--- config.mk ---
export PLATFORM = sky130hd
export DESIGN_NAME = ultrasonic_echo_ranger_top
export DESIGN_NICKNAME = d
export VERILOG_FILES = /design/src/rtl/core/uer_pkg.sv /design/src/rtl/core/uer_dist.sv /design/src/rtl/core/uer_seq.sv /design/src/rtl/core/ultrasonic_echo_ranger_top.sv
export SDC_FILE = /design/constraint.sdc
export NUM_CORES = 1
export LEC_CHECK = 0
export BUFFER_PORTS_ARGS = -buffer_cell sky130_fd_sc_hd__buf_2
export CAP_MARGIN = 20
export CORE_UTILIZATION = 30
export DETAILED_ROUTE_END_ITERATION = 12
export GPL_TIMING_DRIVEN = 0
export MAX_ROUTING_LAYER = met4
export PLACE_DENSITY = 0.49
export RECOVER_POWER = 25
export SLEW_MARGIN = 20
export SYNTH_ARGS = -nofsm -noshare
export SYNTH_HDL_FRONTEND = slang
export SYNTH_SLANG_ARGS = --single-unit
--- constraint.sdc ---
create_clock -name clk -period 8.25 [get_ports clk]
set_input_delay 0 -clock clk [delete_from_list [all_inputs] [get_ports clk]]
set_output_delay 0 -clock clk [all_outputs]
set_load 0.02 [all_outputs]
--- src/rtl/core/uer_pkg.sv ---
// Shared types and constants for the ultrasonic echo ranger.
package uer_pkg;

  localparam int unsigned DIST_W    = 14;
  localparam int unsigned CFG_W     = 16;
  localparam int unsigned CFG_IDX_W = 2;

  localparam logic [CFG_IDX_W-1:0] CFG_IDX_TIMEOUT = 2'd0;
  localparam logic [CFG_IDX_W-1:0] CFG_IDX_GAP     = 2'd1;

  localparam logic [CFG_W-1:0] TIMEOUT_RST = 16'd3800;
  localparam logic [CFG_W-1:0] GAP_RST     = 16'd5000;

  localparam logic [DIST_W-1:0] DIST_MAX = 14'h3FFF;

  typedef enum logic [1:0] {
    PH_IDLE,
    PH_WAIT,
    PH_HIGH,
    PH_GAP
  } phase_t;

  typedef struct packed {
    logic start_req;
    logic echo;
  } in_item_t;

  typedef struct packed {
    logic              trigger;
    logic              busy_res;
    logic              distance_valid;
    logic [DIST_W-1:0] distance_cm;
    logic              timed_out;
  } out_item_t;

  typedef struct packed {
    logic [CFG_W-1:0] timeout_ticks;
    logic [CFG_W-1:0] gap_ticks;
  } cfg_t;

endpackage

--- src/rtl/core/uer_dist.sv ---
// Echo width to centimetre scaler: constant reciprocal multiply with saturation.
module uer_dist #(
  parameter int unsigned TICK_US     = 10,
  parameter int unsigned US_PER_CM   = 46,
  parameter int unsigned COUNT_WIDTH = 16
) (
  input  logic [COUNT_WIDTH-1:0]          width_ticks,
  output logic [uer_pkg::DIST_W-1:0]      distance_cm
);

  // Products below DLIM give a quotient under 2^DIST_W; at or above it we saturate.
  localparam longint unsigned DLIM = (64'd1 << uer_pkg::DIST_W) * US_PER_CM;
  localparam int unsigned     NB   = $clog2(DLIM);
  localparam int unsigned     LB   = $clog2(US_PER_CM);
  localparam int unsigned     SH   = NB + LB;
  localparam longint unsigned RECIP = ((64'd1 << SH) + US_PER_CM - 1) / US_PER_CM;
  localparam longint unsigned KMUL = RECIP * TICK_US;
  localparam int unsigned     KW   = $clog2(KMUL + 1);
  localparam longint unsigned CLIM = (DLIM + TICK_US - 1) / TICK_US;
  localparam int unsigned     PW   = COUNT_WIDTH + KW;

  logic          sat;
  logic [PW-1:0] prod;
  logic [PW-1:0] quot;

  assign sat  = {{(64-COUNT_WIDTH){1'b0}}, width_ticks} >= CLIM;
  assign prod = PW'(width_ticks) * PW'(KMUL);
  assign quot = prod >> SH;

  assign distance_cm = sat ? uer_pkg::DIST_MAX : quot[uer_pkg::DIST_W-1:0];

endmodule

--- src/rtl/core/uer_seq.sv ---
// Ranging sequencer: phase register, tick counter and per-tick result.
module uer_seq #(
  parameter int unsigned TICK_US     = 10,
  parameter int unsigned US_PER_CM   = 46,
  parameter int unsigned COUNT_WIDTH = 16
) (
  input  logic               clk,
  input  logic               rst_n,
  input  logic               step,
  input  uer_pkg::in_item_t  item,
  input  uer_pkg::cfg_t      cfg,
  output uer_pkg::out_item_t res
);

  localparam int unsigned CNT_W = (COUNT_WIDTH > 16) ? COUNT_WIDTH : 16;
  localparam logic [CNT_W-1:0] SAT16     = CNT_W'(16'hFFFF);
  localparam logic [CNT_W-1:0] WIDTH_SAT = CNT_W'((64'd1 << COUNT_WIDTH) - 64'd1);

  uer_pkg::phase_t phase_r, phase_nxt;
  logic [CNT_W-1:0] cnt_r, cnt_nxt;
  logic             succ_r, succ_nxt;

  logic [CNT_W-1:0] cnt_inc;
  logic [CNT_W-1:0] sat16_inc;
  logic [CNT_W-1:0] high_inc;
  logic             gap_done;
  logic             tmo;
  logic             to_idle;
  logic [uer_pkg::DIST_W-1:0] dist_cm;

  assign cnt_inc   = cnt_r + CNT_W'(1);
  assign sat16_inc = (cnt_r < SAT16) ? cnt_inc : cnt_r;
  assign high_inc  = (cnt_r < WIDTH_SAT) ? cnt_inc : cnt_r;
  assign gap_done  = cnt_r >= CNT_W'(cfg.gap_ticks);
  // a zero timeout behaves as one since the bumped count is always >= 0
  assign tmo       = sat16_inc >= CNT_W'(cfg.timeout_ticks);
  assign to_idle   = (phase_r == uer_pkg::PH_IDLE) ||
                     ((phase_r == uer_pkg::PH_GAP) && gap_done && succ_r);

  uer_dist #(
    .TICK_US    (TICK_US),
    .US_PER_CM  (US_PER_CM),
    .COUNT_WIDTH(COUNT_WIDTH)
  ) u_dist (
    .width_ticks(cnt_r[COUNT_WIDTH-1:0]),
    .distance_cm(dist_cm)
  );

  always_comb begin
    phase_nxt = phase_r;
    unique case (phase_r)
      uer_pkg::PH_IDLE: begin
        phase_nxt = item.start_req ? uer_pkg::PH_WAIT : uer_pkg::PH_IDLE;
      end
      uer_pkg::PH_WAIT: begin
        if (item.echo) begin
          phase_nxt = uer_pkg::PH_HIGH;
        end else if (tmo) begin
          phase_nxt = uer_pkg::PH_GAP;
        end
      end
      uer_pkg::PH_HIGH: begin
        phase_nxt = item.echo ? uer_pkg::PH_HIGH : uer_pkg::PH_GAP;
      end
      uer_pkg::PH_GAP: begin
        if (gap_done) begin
          if (!succ_r) begin
            phase_nxt = uer_pkg::PH_WAIT;
          end else begin
            phase_nxt = item.start_req ? uer_pkg::PH_WAIT : uer_pkg::PH_IDLE;
          end
        end
      end
      default: phase_nxt = uer_pkg::PH_IDLE;
    endcase
  end

  always_comb begin
    cnt_nxt      = cnt_r;
    succ_nxt     = succ_r;
    res          = '0;
    res.busy_res = 1'b1;
    unique case (phase_r)
      uer_pkg::PH_IDLE: begin
        cnt_nxt = cnt_r;
      end
      uer_pkg::PH_WAIT: begin
        if (item.echo) begin
          cnt_nxt = CNT_W'(1);
        end else if (tmo) begin
          res.timed_out = 1'b1;
          succ_nxt      = 1'b0;
          cnt_nxt       = '0;
        end else begin
          cnt_nxt = sat16_inc;
        end
      end
      uer_pkg::PH_HIGH: begin
        if (item.echo) begin
          cnt_nxt = high_inc;
        end else begin
          res.distance_valid = 1'b1;
          res.distance_cm    = dist_cm;
          succ_nxt           = 1'b1;
          cnt_nxt            = '0;
        end
      end
      uer_pkg::PH_GAP: begin
        if (gap_done) begin
          if (!succ_r) begin
            // retry after a timeout
            res.trigger = 1'b1;
            cnt_nxt     = '0;
          end
        end else begin
          cnt_nxt = sat16_inc;
        end
      end
      default: cnt_nxt = cnt_r;
    endcase

    // idle tick, including the tick that closes a successful hold-off
    if (to_idle) begin
      res.busy_res = 1'b0;
      if (item.start_req) begin
        res.trigger  = 1'b1;
        res.busy_res = 1'b1;
        cnt_nxt      = '0;
        succ_nxt     = 1'b0;
      end
    end
  end

  always_ff @(posedge clk) begin
    if (!rst_n) begin
      phase_r <= uer_pkg::PH_IDLE;
      cnt_r   <= '0;
      succ_r  <= 1'b0;
    end else if (step) begin
      phase_r <= phase_nxt;
      cnt_r   <= cnt_nxt;
      succ_r  <= succ_nxt;
    end
  end

  a_high_nonzero: assert property (@(posedge clk) disable iff (!rst_n)
    (phase_r == uer_pkg::PH_HIGH) |-> (cnt_r != '0))
    else $error("echo-high phase with zero width count");

  a_trig_to_wait: assert property (@(posedge clk) disable iff (!rst_n)
    (step && res.trigger) |=> (phase_r == uer_pkg::PH_WAIT))
    else $error("trigger not followed by echo wait");

endmodule

--- src/rtl/core/ultrasonic_echo_ranger_top.sv ---
// Ultrasonic echo ranger: input register, sequencer, result register, config registers.
// A transferred tick waits in the input register and moves to the result register, offered on out_*, when not stalled.
// Throughput: one tick per cycle while out_stall is low; the sequencer updates phase and counter together per tick.
// Stall on the result side backs up through the input register to in_stall.
// Reset (synchronous, rst_n low): sequencer idle, counters cleared, both
// pipeline stages empty, timeout_ticks = 3800 and gap_ticks = 5000.
module ultrasonic_echo_ranger_top #(
  parameter int unsigned TICK_US     = 10,
  parameter int unsigned US_PER_CM   = 46,
  parameter int unsigned COUNT_WIDTH = 16
) (
  input  logic                              clk,
  input  logic                              rst_n,
  input  logic                              in_valid,
  output logic                              in_stall,
  input  uer_pkg::in_item_t                 in_data,
  output logic                              out_valid,
  input  logic                              out_stall,
  output uer_pkg::out_item_t                out_data,
  input  logic                              cfg_valid,
  output logic                              cfg_ready,
  input  logic [uer_pkg::CFG_IDX_W-1:0]     cfg_index,
  input  logic [uer_pkg::CFG_W-1:0]         cfg_data
);

  logic               in_valid_r, in_valid_nxt;
  uer_pkg::in_item_t  in_data_r;
  logic               out_valid_r;
  uer_pkg::out_item_t out_data_r;
  uer_pkg::cfg_t      cfg_r, cfg_nxt;
  uer_pkg::out_item_t res;

  logic advance;
  logic fire;
  logic in_xfer;

  assign advance   = !out_valid_r || !out_stall;
  assign fire      = in_valid_r && advance;
  assign in_stall  = in_valid_r && !advance;
  assign in_xfer   = in_valid && !in_stall;
  assign cfg_ready = 1'b1;

  always_comb begin
    in_valid_nxt = in_valid_r;
    if (in_xfer) begin
      in_valid_nxt = 1'b1;
    end else if (fire) begin
      in_valid_nxt = 1'b0;
    end
  end

  always_comb begin
    cfg_nxt = cfg_r;
    if (cfg_valid && cfg_ready) begin
      unique case (cfg_index)
        uer_pkg::CFG_IDX_TIMEOUT: cfg_nxt.timeout_ticks = cfg_data;
        uer_pkg::CFG_IDX_GAP:     cfg_nxt.gap_ticks     = cfg_data;
        default:                  cfg_nxt = cfg_r;
      endcase
    end
  end

  uer_seq #(
    .TICK_US    (TICK_US),
    .US_PER_CM  (US_PER_CM),
    .COUNT_WIDTH(COUNT_WIDTH)
  ) u_seq (
    .clk  (clk),
    .rst_n(rst_n),
    .step (fire),
    .item (in_data_r),
    .cfg  (cfg_r),
    .res  (res)
  );

  always_ff @(posedge clk) begin
    if (!rst_n) begin
      in_valid_r          <= 1'b0;
      out_valid_r         <= 1'b0;
      cfg_r.timeout_ticks <= uer_pkg::TIMEOUT_RST;
      cfg_r.gap_ticks     <= uer_pkg::GAP_RST;
    end else begin
      in_valid_r <= in_valid_nxt;
      if (advance) begin
        out_valid_r <= in_valid_r;
      end
      cfg_r <= cfg_nxt;
    end
  end

  always_ff @(posedge clk) begin
    if (in_xfer) begin
      in_data_r <= in_data;
    end
    if (fire) begin
      out_data_r <= res;
    end
  end

  assign out_valid = out_valid_r;
  assign out_data  = out_data_r;

  a_stall_full: assert property (@(posedge clk) disable iff (!rst_n)
    in_stall |-> (in_valid_r && out_valid_r))
    else $error("input stalled with room downstream");

  a_res_excl: assert property (@(posedge clk) disable iff (!rst_n)
    out_valid_r |-> !(out_data_r.distance_valid && out_data_r.timed_out))
    else $error("distance and timeout flagged on one tick");

  a_trig_busy: assert property (@(posedge clk) disable iff (!rst_n)
    (out_valid_r && out_data_r.trigger) |-> out_data_r.busy_res)
    else $error("trigger driven while not busy");

endmodule
Word level (Yosys, flattened, before mapping). Cells that the tools add are included.

Output and inout bits: 21. Logic and storage cells: 77. Flip-flop bits (word level): 73. Input bits: 25.

Bitwise gates (word level): 2. $lt $le $gt $ge: 3. Mux-type cells: 31. Equality and inequality tests: 6. $add $sub $neg: 1. Multipliers: 1. Reduce and logical (&&, ||, !) cells: 19.

Operator list (number): $mux 16 (8); $pmux 16 s4 (1); $mul 16x23->39 const B (1); $ge 16x16->1 (2); $add 16x1->16 const B (1); $lt 16x16->1 const B (1); $mux 15 (1); $mux 1 (13); $mux 2 (6); $pmux 2 s4 (1); $logic_and 1x1->1 (5); $eq 2x1->1 const B (2); $eq 2x2->1 const B (2); $logic_not 1->1 (4); $logic_not 2->1 (2); $reduce_and 2->1 (2); $reduce_or 2->1 (2); $ne 3x2->1 const B (1); $reduce_and 3->1 (1); $logic_or 1x1->1 (2); $ne 2x1->1 const B (1); $not 1->1 (2); $pmux 1 s2 (1); $reduce_bool 2->1 (1).

Logic depth before layout (Yosys ltp).
Depth in word-level cells: 8. Gate-level depth with buffers: 21. Gate-level depth less buffers: 21.

Cells and area by module. A second synthesis with hierarchy kept.

Cells, all modules: 1125. Area, all modules: 10717.8 um^2.

By module, submodules not included: uer_dist (area each 6470.0 um^2, seq. area each 0.0 um^2, instances 1, cells each 678); uer_seq (area each 2263.4 um^2, seq. area each 380.4 um^2, instances 1, cells each 286); ultrasonic_echo_ranger_top (area each 1984.4 um^2, seq. area each 1281.2 um^2, instances 1, cells each 161).

Worst setup path after synthesis. Ideal clock, no wire load.

Path type: register -> register. Start: reg u_seq.cnt_r[4]. End: reg out_data_r, in the netlist out_data[14] (data pin). Required time: 8.106 ns. Buffers on the path: 0. Data arrival time: 5.648 ns. Setup time: 0.144 ns. Period minus slack after synthesis: 5.792 ns. Cell stages (with the launch flop): 20. Path slack: 2.458 ns. Cells stage by stage: dfxtp_1 -> fa_1 -> fa_1 -> inv_1 -> fa_1 -> inv_1 -> fa_1 -> fa_1 -> inv_1 -> fa_1 -> inv_1 -> ha_1 -> nand3_1 -> nor2_1 -> o21a_1 -> a211o_1 -> a2111oi_4 -> o31ai_2 -> a2111o_1 -> o21ai_1.

Word-level cells in the longest chain between the ends: 1.

RTL lines: start, declared (RTL line uer_seq.sv:20) `logic [CNT_W-1:0] cnt_r, cnt_nxt;`; start signal, assigned (RTL line uer_seq.sv:141) `cnt_r <= cnt_nxt;`; $mul 16x23->39 (RTL line uer_dist.sv:27) `assign prod = PW'(width_ticks) * PW'(KMUL);`; end signal, assigned (RTL line ultrasonic_echo_ranger_top.sv:96) `out_data_r <= res;`; end, declared (RTL line ultrasonic_echo_ranger_top.sv:29) `uer_pkg::out_item_t out_data_r;`.

No other way between the ends. A chain may end at the register's enable or synchronous reset.

Worst setup path in the final report.
Start: reg u_seq.cnt_r[8]. End: reg out_data_r, in the netlist out_data[14] (data pin).

The elaborated chain is that of the path after synthesis.

==> metrics.txt <==
status completed; Cell Chain, Critical Path fa_1, inv_1, fa_1, fa_1, inv_1, fa_1, fa_1, inv_1, fa_1, inv_1, ha_1, a21oi_1, o21ai_0, a211o_1, a2111oi_4, o31ai_2, a2111o_1, o21ai_1; worst path required time 8.46 ns; Initial Utilization 30.7%; R2R cell count 18; most common cell after layout, fill and taps aside inv_1; Simple-Gate Fraction of Synth Area 9.30%; yosys warns 0; post-synthesis mux area share 0.205%; H-tree levels 3; design area 11,700 um2; CTS resizes 0; Worst-path clk slew 0.07 ns; sw power 0.222 mW; HP Class in2reg; Post-synth top flop dfxtp_1; Pwr Total 0.884 mW; Slew HR 32.7%; syn avg cell area 9.33 um2; Final WS setup 1.68 ns; Area growth syn-to-layout 12.3%; post-synth top area share 28.2%; diode count 0; RSZ-0062 raised after global routing false; largest family of logic cells by synthesized area adder cells; Synth Cell Area 10,400 um2; max frequency 0.152 GHz; pre-CTS WS 1.72 ns; count of final setup violators 0; # IOs 46; initial antenna violation count 0; Seq/Total Area, Yosys 16.0%; dpl hpwl 23.4 mm; Gate power share 8.3%; CTS tree done; Hold Vio Cnt, Final 0; startpoint types flop; Clk Latency, worst-skew pair 0.36 ns; clk sinks 73; Cell Count, Final, Fillers Out 1,639; Internal Pwr Total 0.661 mW; FF-to-FF Start u_seq.cnt_r[8]; arrival time worst endpoint 6.77 ns; Clock Path Buffers 2; largest net degree at the start of global routing 23; CP Class reg2reg; FP Rows 67; Worst path slowest cell dfxtp_1; DP Cell Count 1,603; Synth Area in XOR/XNOR 2.45%; first-pass GRT wire length 44.3 mm; nets@finish 1,529; register bit count reported by yosys 73; vias in the first global route 8,149; Post-Syn Nets 1,455; Clk pwr share 48.3%; die width 188 um; Final Routed Wirelength 27.3 mm; Worst setup EP type flop; area leader, netlist fa_1; Chip Height 188 um; Via density 4.67; Final Skew 0.0130 ns; Pleak 6.08 nW; vias 7,654; Netlist cell types 63; count of flip-flops with a built-in enable after synthesis 20; ANT nets after route 0; Placed Instance Area 11,200 um2; cell count after synthesis 1,112; R2R Setup Slk 1.68 ns; Post-synth ARST share 0%; Synth Area in Compound Gates 11.7%; post-DR wirelength/cell 16.7 um; Tcrit/Tclk final 79.6%; worst-margin pin slew 1.01 ns; Post-Route Setup TNS 0 ns; dominant cells by area after synthesis fa_1 (28%), ha_1 (21%), inv_1 (11%); Hold Crit Depth 4; Fill cells 3,506; capture point of the worst path out_data[14]; initial DRC count 448; Max IR drop VDD 0.0791 mV; share of layout cells above drive strength 1 4.87%; reg-to-reg endpoint out_data[14]; CTS Buf Count 9; Post-Synth Adder-Cell Area 48.9%; grt total ovfl 0; Root Driver clkbuf_16; Placer Congestion 0.888; # Post-CTS Setup Buffers 0; Post-CTS Hold Fix Bufs 20; Util after Layout 34.5%; Max Cap Viol 0; die area 35,300 um2; core area 33,800 um2; IO Port Bufs 43; pins over their slew limit 0; most frequent cells in the layout inv_1 (293), ha_1 (172), fa_1 (146); cell mode on critical path fa_1; worst hold slack 0.0255 ns; sequential power share 43.4%; CP max stage delay 0.72 ns; fraction of power spent switching nets 25.2%; crit path time final 6.57 ns; largest fanout on the critical path 10; GRT Total Usage 17.0%; worst setup path start u_seq.cnt_r[8]; PwrDens 75.8 nW/um2; DRT Pass-1 Iters 5; DRC 0
worst min-delay path by stage:
stage	from	endpoint	slack [ns]
after CTS	cfg_valid	cfg_r[0]	0.02
after floorplan	in_data[0]	in_data_r[0]	0.1
after global placement	in_data[1]	in_data_r[1]	0.18
after detailed placement	in_data[0]	in_data_r[0]	0.18
after global routing	cfg_valid	cfg_r[0]	0.06
final	cfg_valid	cfg_r[0]	0.03
power groups by stage:
stage	combinational, mW	clock, mW	sequential [mW]
2_1_floorplan	0.0365	0	0.396
3_3_place_gp	0.0663	0	0.391
3_5_place_dp	0.0670	0	0.392
4_1_cts	0.0746	0.437	0.384
5_1_grt	0.0820	0.450	0.385
6_report	0.0733	0.427	0.384
final cells by class:
| cell class | instances | area [um2] | area share [%] |
|---|---|---|---|
| tap | 448 | 561 | 4.81 |
| buffer | 21 | 82.6 | 0.708 |
| inverter | 293 | 1100 | 9.43 |
| multi-input combinational | 725 | 7540 | 64.7 |
| clock buffer | 11 | 254 | 2.18 |
| clock inverter | 5 | 61.3 | 0.526 |
| timing repair buffer | 63 | 397 | 3.40 |
| sequential | 73 | 1660 | 14.3 |
cells in the mapped netlist, types with 2 or more instances:
library cell,count
a32oi_1,3
nor3b_1,5
nand2_1,81
nand4_1,20
a31oi_1,9
o31ai_1,2
nand3b_1,4
a211oi_1,7
o21a_1,4
a211o_1,2
o21ai_0,18
o21bai_1,3
o221ai_1,3
o211ai_1,15
or3b_2,3
and2_1,3
fa_1,146
nor4_1,2
a21oi_1,42
xor2_1,9
edfxtp_1,20
o21ai_1,6
nand3_1,10
nor2_1,29
nor2b_1,9
or3_1,2
a21o_1,22
clkbuf_1,20
nand2b_1,3
or2_2,3
a21boi_0,20
ha_1,172
inv_1,293
nand4b_1,2
a22oi_1,2
o2111ai_1,2
and3_1,5
o22ai_1,3
dfxtp_1,53
nor3_1,13
xnor2_1,20
critical path, delay by kind of cell (launching register included):
| family | cells | cell delay (ns) |
|---|---|---|
| adders and majority gates | 7 | 3.46 |
| DFF | 1 | 0.72 |
| AOI/OAI and AO/OA | 7 | 1.92 |
| buffers and inverters | 4 | 0.31 |
flip-flops by register name, summed over array words and instances, names as in the netlist:
signal and cells:
out_data 18, u_seq.succ_r 1, u_seq.cnt_r 16, in_valid_r 1, out_valid 1, cfg_r 32, u_seq.phase_r 2, in_data_r 2
routing by layer:
metal / GRT usage [%] / wire (um)
met2: 27.6 / 12800
met5: - / 0
met3: 1.59 / 968
met1: 22.6 / 13200
met4: 4.25 / 318
cell families (layout without fill, tap and decap cells):
| family | after synthesis | in the layout |
|---|---|---|
| buf+inv | 314 | 393 |
| xor+xnor | 29 | 29 |
| fa+ha+maj | 318 | 318 |
| simple gates | 198 | 198 |
| flops | 73 | 73 |
| mux | 2 | 2 |
| other cells | 1 | 1 |
| compound gates | 177 | 177 |
(Power assumes the default switching activity.)
